**src/sv/area_average_image_downscaler_assert.svh**
```systemverilog
// Assertion macros for the area-average downscaler.
// Used by the top level only; depends on nothing else.
`ifndef AREA_AVERAGE_IMAGE_DOWNSCALER_ASSERT_SVH
`define AREA_AVERAGE_IMAGE_DOWNSCALER_ASSERT_SVH

`define ADS_ASSERT_SAME(lbl, clk, rst_n, ante, cons, msg) \
    lbl: assert property (@(posedge clk) disable iff (!rst_n) (ante) |-> (cons)) else $error(msg);

`define ADS_ASSERT_NEXT(lbl, clk, rst_n, ante, cons, msg) \
    lbl: assert property (@(posedge clk) disable iff (!rst_n) (ante) |=> (cons)) else $error(msg);

`endif

```
**src/sv/ads_pkg.sv**
```systemverilog
// Shared types and constants of the area-average downscaler.
// Depends on nothing; every module and interface imports it.
package ads_pkg;

    localparam int DEF_MAX_SOURCE_DIM   = 4096;
    localparam int DEF_MAX_TARGET_WIDTH = 512;
    localparam int DEF_PIXEL_BITS       = 16;

    localparam int CFG_DATA_W = 13;
    localparam int CFG_IDX_W  = 2;
    localparam int TW_REG_W   = 10;

    typedef enum logic [CFG_IDX_W-1:0] {
        CFG_SRC_W = 2'd0,
        CFG_SRC_H = 2'd1,
        CFG_TGT_W = 2'd2,
        CFG_TGT_H = 2'd3
    } t_cfg_idx;

    typedef enum logic [1:0] {
        DSEL_MEAN = 2'd0,
        DSEL_COL  = 2'd1,
        DSEL_ROW  = 2'd2
    } t_dsel;

    typedef struct packed {
        logic  accept;
        logic  resync;
        logic  rd;
        logic  acc;
        logic  div_start;
        t_dsel div_sel;
        logic  out_load;
    } t_cmd;

    typedef struct packed {
        logic need_sync;
        logic close;
        logic col_chg;
        logic row_chg;
        logic div_busy;
        logic div_done;
        logic out_free;
    } t_sts;

endpackage

```
**src/sv/ads_ctrl.sv**
```systemverilog
// Controller of the downscaler: sequences one pixel through sum update, mean and window edges.
// Depends on ads_pkg; talks to ads_datapath through t_cmd and t_sts.
module ads_ctrl import ads_pkg::*; (
    input  logic i_clk,
    input  logic i_rst_n,
    input  logic i_in_valid,
    output logic o_in_ready,
    input  t_sts i_sts,
    output t_cmd o_cmd
);
    typedef enum logic [10:0] {
        S_IDLE  = 11'b00000000001,
        S_CHK   = 11'b00000000010,
        S_READ  = 11'b00000000100,
        S_ACC   = 11'b00000001000,
        S_MEAN  = 11'b00000010000,
        S_MWAIT = 11'b00000100000,
        S_OUT   = 11'b00001000000,
        S_COL   = 11'b00010000000,
        S_CWAIT = 11'b00100000000,
        S_ROW   = 11'b01000000000,
        S_RWAIT = 11'b10000000000
    } t_state;

    t_state r_state, n_state;
    logic   r_pre, n_pre;

    always_comb begin
        n_state = r_state;
        n_pre   = r_pre;
        o_cmd   = '0;
        o_cmd.div_sel = DSEL_MEAN;
        case (r_state)
            S_IDLE: begin
                if (i_in_valid) begin
                    o_cmd.accept = 1'b1;
                    n_state      = S_CHK;
                end
            end
            S_CHK: begin
                if (i_sts.need_sync) begin
                    o_cmd.resync = 1'b1;
                    n_pre        = 1'b1;
                    n_state      = S_COL;
                end else begin
                    n_state = S_READ;
                end
            end
            S_READ: begin
                o_cmd.rd = 1'b1;
                n_state  = S_ACC;
            end
            S_ACC: begin
                o_cmd.acc = 1'b1;
                n_state   = S_MEAN;
            end
            S_MEAN: begin
                if (i_sts.close) begin
                    o_cmd.div_start = 1'b1;
                    n_state         = S_MWAIT;
                end else begin
                    n_state = S_COL;
                end
            end
            S_MWAIT: begin
                if (i_sts.div_done) begin
                    n_state = S_OUT;
                end
            end
            S_OUT: begin
                if (i_sts.out_free) begin
                    o_cmd.out_load = 1'b1;
                    n_state        = S_COL;
                end
            end
            S_COL: begin
                if (i_sts.col_chg) begin
                    o_cmd.div_start = 1'b1;
                    o_cmd.div_sel   = DSEL_COL;
                    n_state         = S_CWAIT;
                end else begin
                    n_state = S_ROW;
                end
            end
            S_CWAIT: begin
                if (i_sts.div_done) begin
                    n_state = S_ROW;
                end
            end
            S_ROW: begin
                if (i_sts.row_chg) begin
                    o_cmd.div_start = 1'b1;
                    o_cmd.div_sel   = DSEL_ROW;
                    n_state         = S_RWAIT;
                end else begin
                    n_pre   = 1'b0;
                    n_state = r_pre ? S_READ : S_IDLE;
                end
            end
            S_RWAIT: begin
                if (i_sts.div_done) begin
                    n_pre   = 1'b0;
                    n_state = r_pre ? S_READ : S_IDLE;
                end
            end
            default: begin
                n_state = S_IDLE;
                n_pre   = 1'b0;
            end
        endcase
    end

    always_ff @(posedge i_clk) begin
        if (!i_rst_n) begin
            r_state <= S_IDLE;
            r_pre   <= 1'b0;
        end else begin
            r_state <= n_state;
            r_pre   <= n_pre;
        end
    end

    assign o_in_ready = r_state == S_IDLE;
endmodule
```
**config.mk**
```make
export PLATFORM = sky130hd
export DESIGN_NAME = ads_ctrl
export DESIGN_NICKNAME = d
export VERILOG_FILES = /design/src/sv/area_average_image_downscaler_assert.svh /design/src/sv/ads_pkg.sv /design/src/sv/ads_ctrl.sv
export SDC_FILE = /design/constraint.sdc
export NUM_CORES = 1
export LEC_CHECK = 0
export ABC_AREA = 1
export ABC_CLOCK_PERIOD_IN_PS = 1300
export CAP_MARGIN = 20
export CORE_UTILIZATION = 54
export DETAILED_ROUTE_END_ITERATION = 16
export DONT_BUFFER_PORTS = 1
export HOLD_SLACK_MARGIN = 0.06
export PLACE_DENSITY = 0.72
export RECOVER_POWER = 25
export SLEW_MARGIN = 30
export SYNTH_ARGS = -nofsm -noshare
export SYNTH_HDL_FRONTEND = slang
export SYNTH_SLANG_ARGS = --single-unit
```
**constraint.sdc**
```tcl
create_clock -name i_clk -period 1.3 [get_ports i_clk]
set_input_delay 0.39 -clock i_clk [delete_from_list [all_inputs] [get_ports i_clk]]
set_output_delay 0.39 -clock i_clk [all_outputs]
set_load 0.005 [all_outputs]
```
==> metrics.md, run 1 <==
| Metric | Value |
|---|---|
| Post-route DRC violation count | 0 |
| Hold_buf cts | 0 |
| Syn Nets | 148 |
| Seq/Total Area, Yosys | 0.275 |
| Post-synthesis cell count | 138 |
| Area growth syn-to-layout | 53.9% |
| Worst EP required | 0.91 ns |
| Slew Viols, Final | 0 |
| Status | finished with violations |
| Total Routing Usage GR | 0.337 |
| Avg Cell Area, Syn | 6.33 um2 |
| Clock sinks | 12 |
| PortBufs | 0 |
| Core Box Area | 0.00151 mm2 |
| Endpoints failing hold | 0 |
| Final setup fails | 20 |
| Synth Register Bits | 12 |
| HP Class | input port to register |
| First-pass GRT wire length | 4.53 mm |
| Hpwl dp | 1.70 mm |
| Ant. Diodes | 0 |
| Tcrit/Tclk final | 1.37 |
| Vias in the first global route | 1003 |
| GRT overflow | 0 |
| Cell Area, Synth | 873 um2 |
| Vias after detailed routing | 1099 |
| Clock Skew | 0.00839 ns |
| Failing checks | negative setup slack |
| H-Tree Level Count | 1 |
| CTS tree | done |
| I/O Pins | 19 |
| Commonest non-fill, non-tap cell in the layout | nand2_1 |
| Cell variety after synth | 22 |
| Final WS setup | -0.478 ns |
| Largest family of logic cells by synthesized area | simple AND/OR/NAND/NOR gates |
| Syn. warnings | 0 |
| Xor and xnor area share after synthesis | 0 |
| Root buffer cell | clkbuf_4 |
| Pleak | 0.667 nW |
| Minimum clock period | 1.78 ns |
| Die width | 42.2 um |
| CP Max Fanout | 3 |
| Final net count | 176 |
| Fraction of layout cells with a size suffix above 1 | 0.612 |
| Max Fclk | 562 MHz |
| Non-Filler Cell Area, Final | 0.00134 mm2 |
| RSZ-0062 raised after global routing | yes |
| First DRT Iteration DRCs | 63 |
| Worst slew pin tran | 0.388 ns |
| WL per Instance | 19.1 um |
| Largest net degree at the start of global routing | 10 |
| Routability cong. | 0.863 |
| Placed inst area | 991 um2 |
| Relative slew slack | 0.739 |
| Clk_lat worst skew | 0.29 ns |
| Max IR drop VDD | 685 uV |
| Starting density of the core | 0.580 |
| Compound-Gate Fraction of Synth Area | 0.0458 |
| Clock buffer depth | 2 |
| Die height | 42.2 um |
| CP endpoint kind | output port |
| Pre-CTS WS | -0.202 ns |
| Clock-pin transition on the worst setup and hold timing paths | 0.09 ns |
| Post-Layout Cell Count | 181 |
| Placed cells | 166 |
| Initial antenna violation count | 0 |
| Routed WL | 3.46 mm |
| Full die area | 0.00178 mm2 |
| Simple-Gate Fraction of Synth Area | 0.554 |
| CTS buffer count | 3 |
| Row Count | 14 |
| Worst path arrival time | 1.39 ns |
| Drt pass-1 iters | 4 |
| Multiplexer area fraction after synthesis | 0 |
| Worst setup SP type | register |
| Number of vias per cell | 6.07 |
| Max-cap violations | 0 |
| Most frequent cells in the layout | 21 x nand2_1, 19 x buf_4, 17 x inv_1 |
| Power density over the cells | 751 mW/mm2 |
| Post-DRT Antenna Nets | 0 |
| Critical path class | register to output port |
| Setup TNS | -6.33 ns |
| Post-synthesis adder-cell area fraction | 0 |
==> final cells by class <==
cell class	count	area, um2
fill	75	163
tap	16	20.0
clock buffer	4	36.3
timing repair buffer	24	199
multi-input combinational	98	729
sequential	12	255
inverter	27	104
==> state kept, by name, indices dropped and copies added, names as in the netlist <==
| name | flops |
|---|---|
| r_pre | 1 |
| r_state | 11 |
==> critical path, cell delays in order (launching register included) <==
cell	delay (ns)
dfxtp_2	0.35
buf_4	0.14
inv_1	0.05
nand2_1	0.06
nor2_1	0.24
nand3_2	0.16
nand3_2	0.11
==> stage by stage <==
| step | hold slack, ns | power (mW) | util |
|---|---|---|---|
| after detailed placement | 0.467 | 0.558 | 0.658 |
| final | 0.175 | 1.01 | 0.892 |
| after CTS | 0.176 | 0.931 | 0.821 |
| after floorplan | 0.439 | 0.519 | - |
| after global routing | 0.175 | 1.04 | 0.892 |
| after global placement | 0.449 | 0.550 | 0.658 |
==> Yosys cell counts <==
master	n	area, um2
inv_1	23	86.3
nand3_2	2	20.0
inv_2	3	11.3
nor3_2	2	20.0
nor3b_2	1	12.5
nand2_2	6	37.5
o21ai_0	1	5.00
nor3b_1	2	15.0
nand3_1	8	40.0
nor2_1	20	75.1
nor3_1	5	25.0
nand2_1	31	116
nor2_8	1	20.0
buf_4	1	7.51
nand2_4	2	22.5
a21oi_1	7	35.0
nand3b_1	2	15.0
nor4_1	1	6.26
nor2_2	4	25.0
dfxtp_1	12	240
clkinv_1	1	3.75
nor2_4	3	33.8
==> report_power, final <==
part / internal, mW / switching [mW] / total, mW
Sequential: 0.377 / 0.0104 / 0.387
Clock: 0.171 / 0.154 / 0.324
Combinational: 0.121 / 0.178 / 0.299
Total: 0.668 / 0.342 / 1.01
==> metal layers <==
layer  up-vias  global-route usage  wire length, um
li1        478                   -                -
met1       520               0.404             1250
met2        83               0.600             1780
met3        18              0.0474              302
met4         0               0.131              123
met5         -                   0                0
==> cell families after synthesis <==
kind of cell,count (synthesis)
compound gates,8
buf+inv,28
flops,12
simple gates,90
==> timing repair <==
action	CTS	global route
pin swaps	20	8
buffers inserted	10	1
gates resized for setup	42	31
gates cloned	0	0
setup endpoints to repair	18	21
==> path summary, 6_finish.rpt <==
| check | start | end | slack (ns) | cells past startpoint |
|---|---|---|---|---|
| worst max register to register | r_state[3] | r_state[8] | -0.42 | 12 |
| worst min-delay path | i_rst_n | r_state[0] | 0.17 | 1 |
| worst min register to register | r_state[8] | r_state[8] | 0.50 | 2 |
| worst max-delay path | r_state[5] | o_cmd[3] | -0.48 | 6 |
(Power assumes the default switching activity.)
==> run 2, diff against run 1 <==
Settings changed: ABC_CLOCK_PERIOD_IN_PS 1300 to 1950, CORE_UTILIZATION 54 to 55, PLACE_DENSITY 0.72 to 0.7.
Clock period 1.3 ns to 1.95 ns, I/O delays scaled along.
==> metrics.md, run 2 (synthesis gave the netlist of run 1 again) <==
| Metric | Value |
|---|---|
| GRT overflow | 0 |
| Power density over the cells | 604 mW/mm2 |
| Endpoints failing hold | 0 |
| Non-Filler Cell Area, Final | 945 um2 |
| Reg with most FFs | r_state |
| WL per Instance | 12.0 um |
| Highest routed layer | met4 |
| Hpwl dp | 1.49 mm |
| Wl on met1 | 935 um |
| Slew Viols, Final | 0 |
| Worst setup SP type | register |
| Minimum clock period | 1.86 ns |
| Core Box Area | 0.00149 mm2 |
| Post-route DRC violation count | 0 |
| Setup TNS | 0 ns |
| Final net count | 153 |
| Routability cong. | 0.862 |
| Metal3 WL | 82 um |
| Vias in the first global route | 765 |
| Worst EP required | 1.36 ns |
| CTS buffer count | 3 |
| First DRT Iteration DRCs | 20 |
| CP endpoint kind | output port |
| Die width | 41.9 um |
| Clock buffer depth | 2 |
| Max reg flops | 11 |
| Largest regs | r_state (11), r_pre (1) |
| Hold_buf cts | 0 |
| Pleak | 0.490 nW |
| Starting density of the core | 0.587 |
| R2R cell count | 11 |
| Status | finished, final reports clean |
| Final setup fails | 0 |
| Clk_lat worst skew | 0.28 ns |
| H-Tree Level Count | 1 |
| CP Max Fanout | 4 |
| RSZ-0062 raised after global routing | no |
| Max IR drop VDD | 338 uV |
| Relative slew slack | 0.760 |
| Fraction of layout cells with a size suffix above 1 | 0.246 |
| Clock sinks | 12 |
| Critical path class | register to output port |
| Row Count | 14 |
| Ant. Diodes | 0 |
| WHS Path Cells | 1 |
| Most frequent cells in the layout | 30 x nand2_1, 23 x inv_1, 17 x nor2_1 |
| PortBufs | 0 |
| Total Routing Usage GR | 0.242 |
| Routed WL | 1.90 mm |
| Commonest non-fill, non-tap cell in the layout | nand2_1 |
| Full die area | 0.00175 mm2 |
| Post-DRT Antenna Nets | 0 |
| Root buffer cell | clkbuf_4 |
| CTS tree | done |
| Worst path arrival time | 1.27 ns |
| Clock-pin transition on the worst setup and hold timing paths | 0.09 ns |
| Worst slew pin tran | 0.357 ns |
| Placed inst area | 886 um2 |
| Clock Skew | 0.00648 ns |
| Tcrit/Tclk final | 0.954 |
| Vias after detailed routing | 820 |
| I/O Pins | 19 |
| Initial antenna violation count | 0 |
| HP Class | input port to register |
| Number of vias per cell | 5.19 |
| Max-cap violations | 0 |
| Largest net degree at the start of global routing | 11 |
| Drt pass-1 iters | 5 |
| Die height | 41.9 um |
| Met2 WL | 858 um |
| Max Fclk | 538 MHz |
| Area growth syn-to-layout | 8.17% |
| First-pass GRT wire length | 3.22 mm |
## run 2: changes by cell type in the layout (fill, tap and decap cells not counted), sizes merged
cell	delta
buf	-23
## run 2: path summary, 6_finish.rpt
kind          startpoint    endpoint  slack, ns
max          r_state[10]    o_cmd[6]       0.09
max reg2reg   r_state[1]  r_state[9]       0.20
min reg2reg   r_state[8]  r_state[8]       0.47
min              i_rst_n  r_state[0]       0.37
## run 2: stage by stage
stage | worst slack [ns] | power, mW | hold slack, ns | util | std cells
3_5_place_dp | 0.284 | 0.361 | 0.457 | 0.595 | 153
4_1_cts | 0.0335 | 0.564 | 0.370 | 0.623 | 157
3_3_place_gp | 0.323 | 0.360 | 0.449 | 0.595 | 153
2_1_floorplan | 0.423 | 0.344 | 0.439 | - | 138
5_1_grt | 0.00716 | 0.593 | 0.368 | 0.634 | 158
6_report | 0.0902 | 0.571 | 0.369 | 0.634 | 158
## run 2: layout make-up
| cell class | count | area (um2) |
|---|---|---|
| clock buffers | 4 | 36.3 |
| fillers | 136 | 544 |
| inverters | 27 | 101 |
| multi-input cells | 98 | 539 |
| flip-flops and latches | 12 | 240 |
| well taps | 16 | 20.0 |
| repair buffers | 1 | 7.51 |
## run 2: report_power, final
| group | switching [mW] | internal (mW) | total (mW) |
|---|---|---|---|
| Sequential | 0.00618 | 0.252 | 0.258 |
| Clock | 0.0945 | 0.113 | 0.208 |
| Combinational | 0.0701 | 0.0345 | 0.105 |
| Total | 0.171 | 0.400 | 0.571 |
## run 2: timing repair
item | in CTS | in global routing
gates cloned | 0 | 0
resized for setup | 1 | 6
pin swaps | 0 | 2
setup buffers | 0 | 1
endpoints found under the setup margin | 1 | 3
## run 2: worst max-delay path: stages (launching register included)
cell and delay, ns:
dfxtp_1 0.35, nor2_2 0.15, nand2_4 0.10, nor2_4 0.16, nand2_2 0.11, nor2_2 0.13
## run 2: routing by layer
layer  vias up  track usage
met5         -            0
met4         0       0.0774
met3         4       0.0391
met2        29        0.384
met1       356        0.333
li1        431            -
==> run 3, diff against run 2 <==
==> constraint.sdc (replaced) <==
create_clock -name i_clk -period 1.95 [get_ports i_clk]
set_input_delay 0.2925 -clock i_clk [delete_from_list [all_inputs] [get_ports i_clk]]
set_output_delay 0.2925 -clock i_clk [all_outputs]
set_load 0.005 [all_outputs]
==> metrics.md, run 3 (synthesis gave the netlist of run 1 again) <==
| Metric | Value |
|---|---|
| HP Class | input port to register |
| Post-CTS Setup Bufs | 0 |
| PortBufs | 0 |
| Pleak | 0.484 nW |
| Critical path class | register to output port |
| Starting density of the core | 0.587 |
| Largest net degree at the start of global routing | 11 |
| Max IR drop VDD | 377 uV |
| GRT overflow | 0 |
| Status | finished, final reports clean |
| Clock buffer depth | 2 |
| Row Count | 14 |
| Clock-pin transition on the worst setup and hold timing paths | 0.08 ns |
| Worst path bufs/invs | 0 |
| Ant. Diodes | 0 |
| H-Tree Level Count | 1 |
| Number of vias per cell | 5.11 |
| Setup TNS | 0 ns |
| Clock Skew | 0.00435 ns |
| Slew Viols, Final | 0 |
| Reg with most FFs | r_state |
| WL per Instance | 10.9 um |
| Post-DRT Antenna Nets | 0 |
| Final net count | 152 |
| Worst path arrival time | 1.39 ns |
| Minimum clock period | 1.68 ns |
| CP peak stage delay | 0.33 ns |
| Total Routing Usage GR | 0.219 |
| First DRT Iteration DRCs | 16 |
| Clk_lat worst skew | 0.27 ns |
| Tcrit/Tclk final | 0.861 |
| CP Max Fanout | 6 |
| I/O Pins | 19 |
| Vias in the first global route | 731 |
| Most used cell, CP | nand3_1 |
| Worst EP required | 1.66 ns |
| Final WS setup | 0.271 ns |
| Post-cts sizing count | 0 |
| Die height | 41.9 um |
| Core Box Area | 0.00149 mm2 |
| Die width | 41.9 um |
| Relative slew slack | 0.782 |
| Hpwl dp | 1.44 mm |
| Post-route DRC violation count | 0 |
| Pre-CTS WS | 0.508 ns |
| Routability cong. | 0.867 |
| RSZ-0062 raised after global routing | no |
| Max-cap violations | 0 |
| Hold_buf cts | 0 |
| Worst slew pin tran | 0.325 ns |
| Max Fclk | 596 MHz |
| Commonest non-fill, non-tap cell in the layout | nand2_1 |
| Clock sinks | 12 |
| CP endpoint kind | output port |
| Initial antenna violation count | 0 |
| Routed WL | 1.72 mm |
| Root buffer cell | clkbuf_4 |
| CTS buffer count | 3 |
| Fraction of layout cells with a size suffix above 1 | 0.177 |
| Vias after detailed routing | 803 |
| Endpoints failing hold | 0 |
| Slowest-stage cell, CP | dfxtp_1 |
| Most frequent cells in the layout | 32 x nand2_1, 23 x inv_1, 21 x nor2_1 |
| Area growth syn-to-layout | 4.44% |
| Filler cells | 145 |
| Largest regs | r_state (11), r_pre (1) |
| Final setup fails | 0 |
| CTS tree | done |
| Full die area | 0.00175 mm2 |
| Family with the most delay on the worst path | simple AND/OR/NAND/NOR gates |
| Power density over the cells | 604 mW/mm2 |
| Worst setup SP type | register |
| First-pass GRT wire length | 2.93 mm |
| CP cell instances | nor2_1 -> nand2_2 -> nor2_4 -> nand3_1 -> nand3_1 |
| Drt pass-1 iters | 4 |
| Max reg flops | 11 |
==> run 3: path summary, 6_finish.rpt <==
kind	from	end	slack, ns	cells after the start
worst min-delay path	i_rst_n	r_state[0]	0.09	1
worst min register to register	r_state[8]	r_state[8]	0.47	2
worst max register to register	r_state[4]	r_state[9]	0.38	9
worst max-delay path	r_state[4]	o_cmd[3]	0.27	5
==> run 3: power by group <==
group          switching [mW]  leakage, nW  internal [mW]
logic                  0.0655        0.366         0.0297
registers             0.00552       0.0973          0.252
clock network          0.0846       0.0210          0.113
total                   0.156        0.484          0.395
==> run 3: worst reg2reg max path, stage by stage, from the launching register on <==
cell     delay, ns
dfxtp_1       0.33
nor2_1        0.18
nand2_2       0.13
nor2_4        0.18
nand2_1       0.11
nand2_1       0.10
nor2_1        0.05
nand3_1       0.13
nand2_2       0.12
nor3b_2       0.16
==> run 3: final cells by class <==
| type | count | area [um2] | share of cell area |
|---|---|---|---|
| tap | 16 | 20.0 | 0.0219 |
| inverter | 27 | 101 | 0.111 |
| clock buffer | 4 | 36.3 | 0.0398 |
| sequential | 12 | 240 | 0.263 |
| multi-input combinational | 98 | 514 | 0.564 |
==> run 3: stage by stage <==
stage	total power, mW	utilization	std cells	hold WS, ns	area (um2)
6_report	0.551	0.613	157	0.0896	912
5_1_grt	0.575	0.613	157	0.0835	912
4_1_cts	0.556	0.619	157	0.0898	922
3_5_place_dp	0.361	0.595	153	0.370	886
3_3_place_gp	0.359	0.595	153	0.370	886
2_1_floorplan	0.344	-	138	0.361	873
==> run 3: layer usage <==
| metal | global-route usage | share of wire | vias up |
|---|---|---|---|
| li1 | - | - | 427 |
| met1 | 0.291 | 0.51 | 349 |
| met4 | 0.0774 | 0.012 | 0 |
| met3 | 0.0348 | 0.055 | 2 |
| met5 | 0 | 0 | - |
| met2 | 0.359 | 0.43 | 25 |
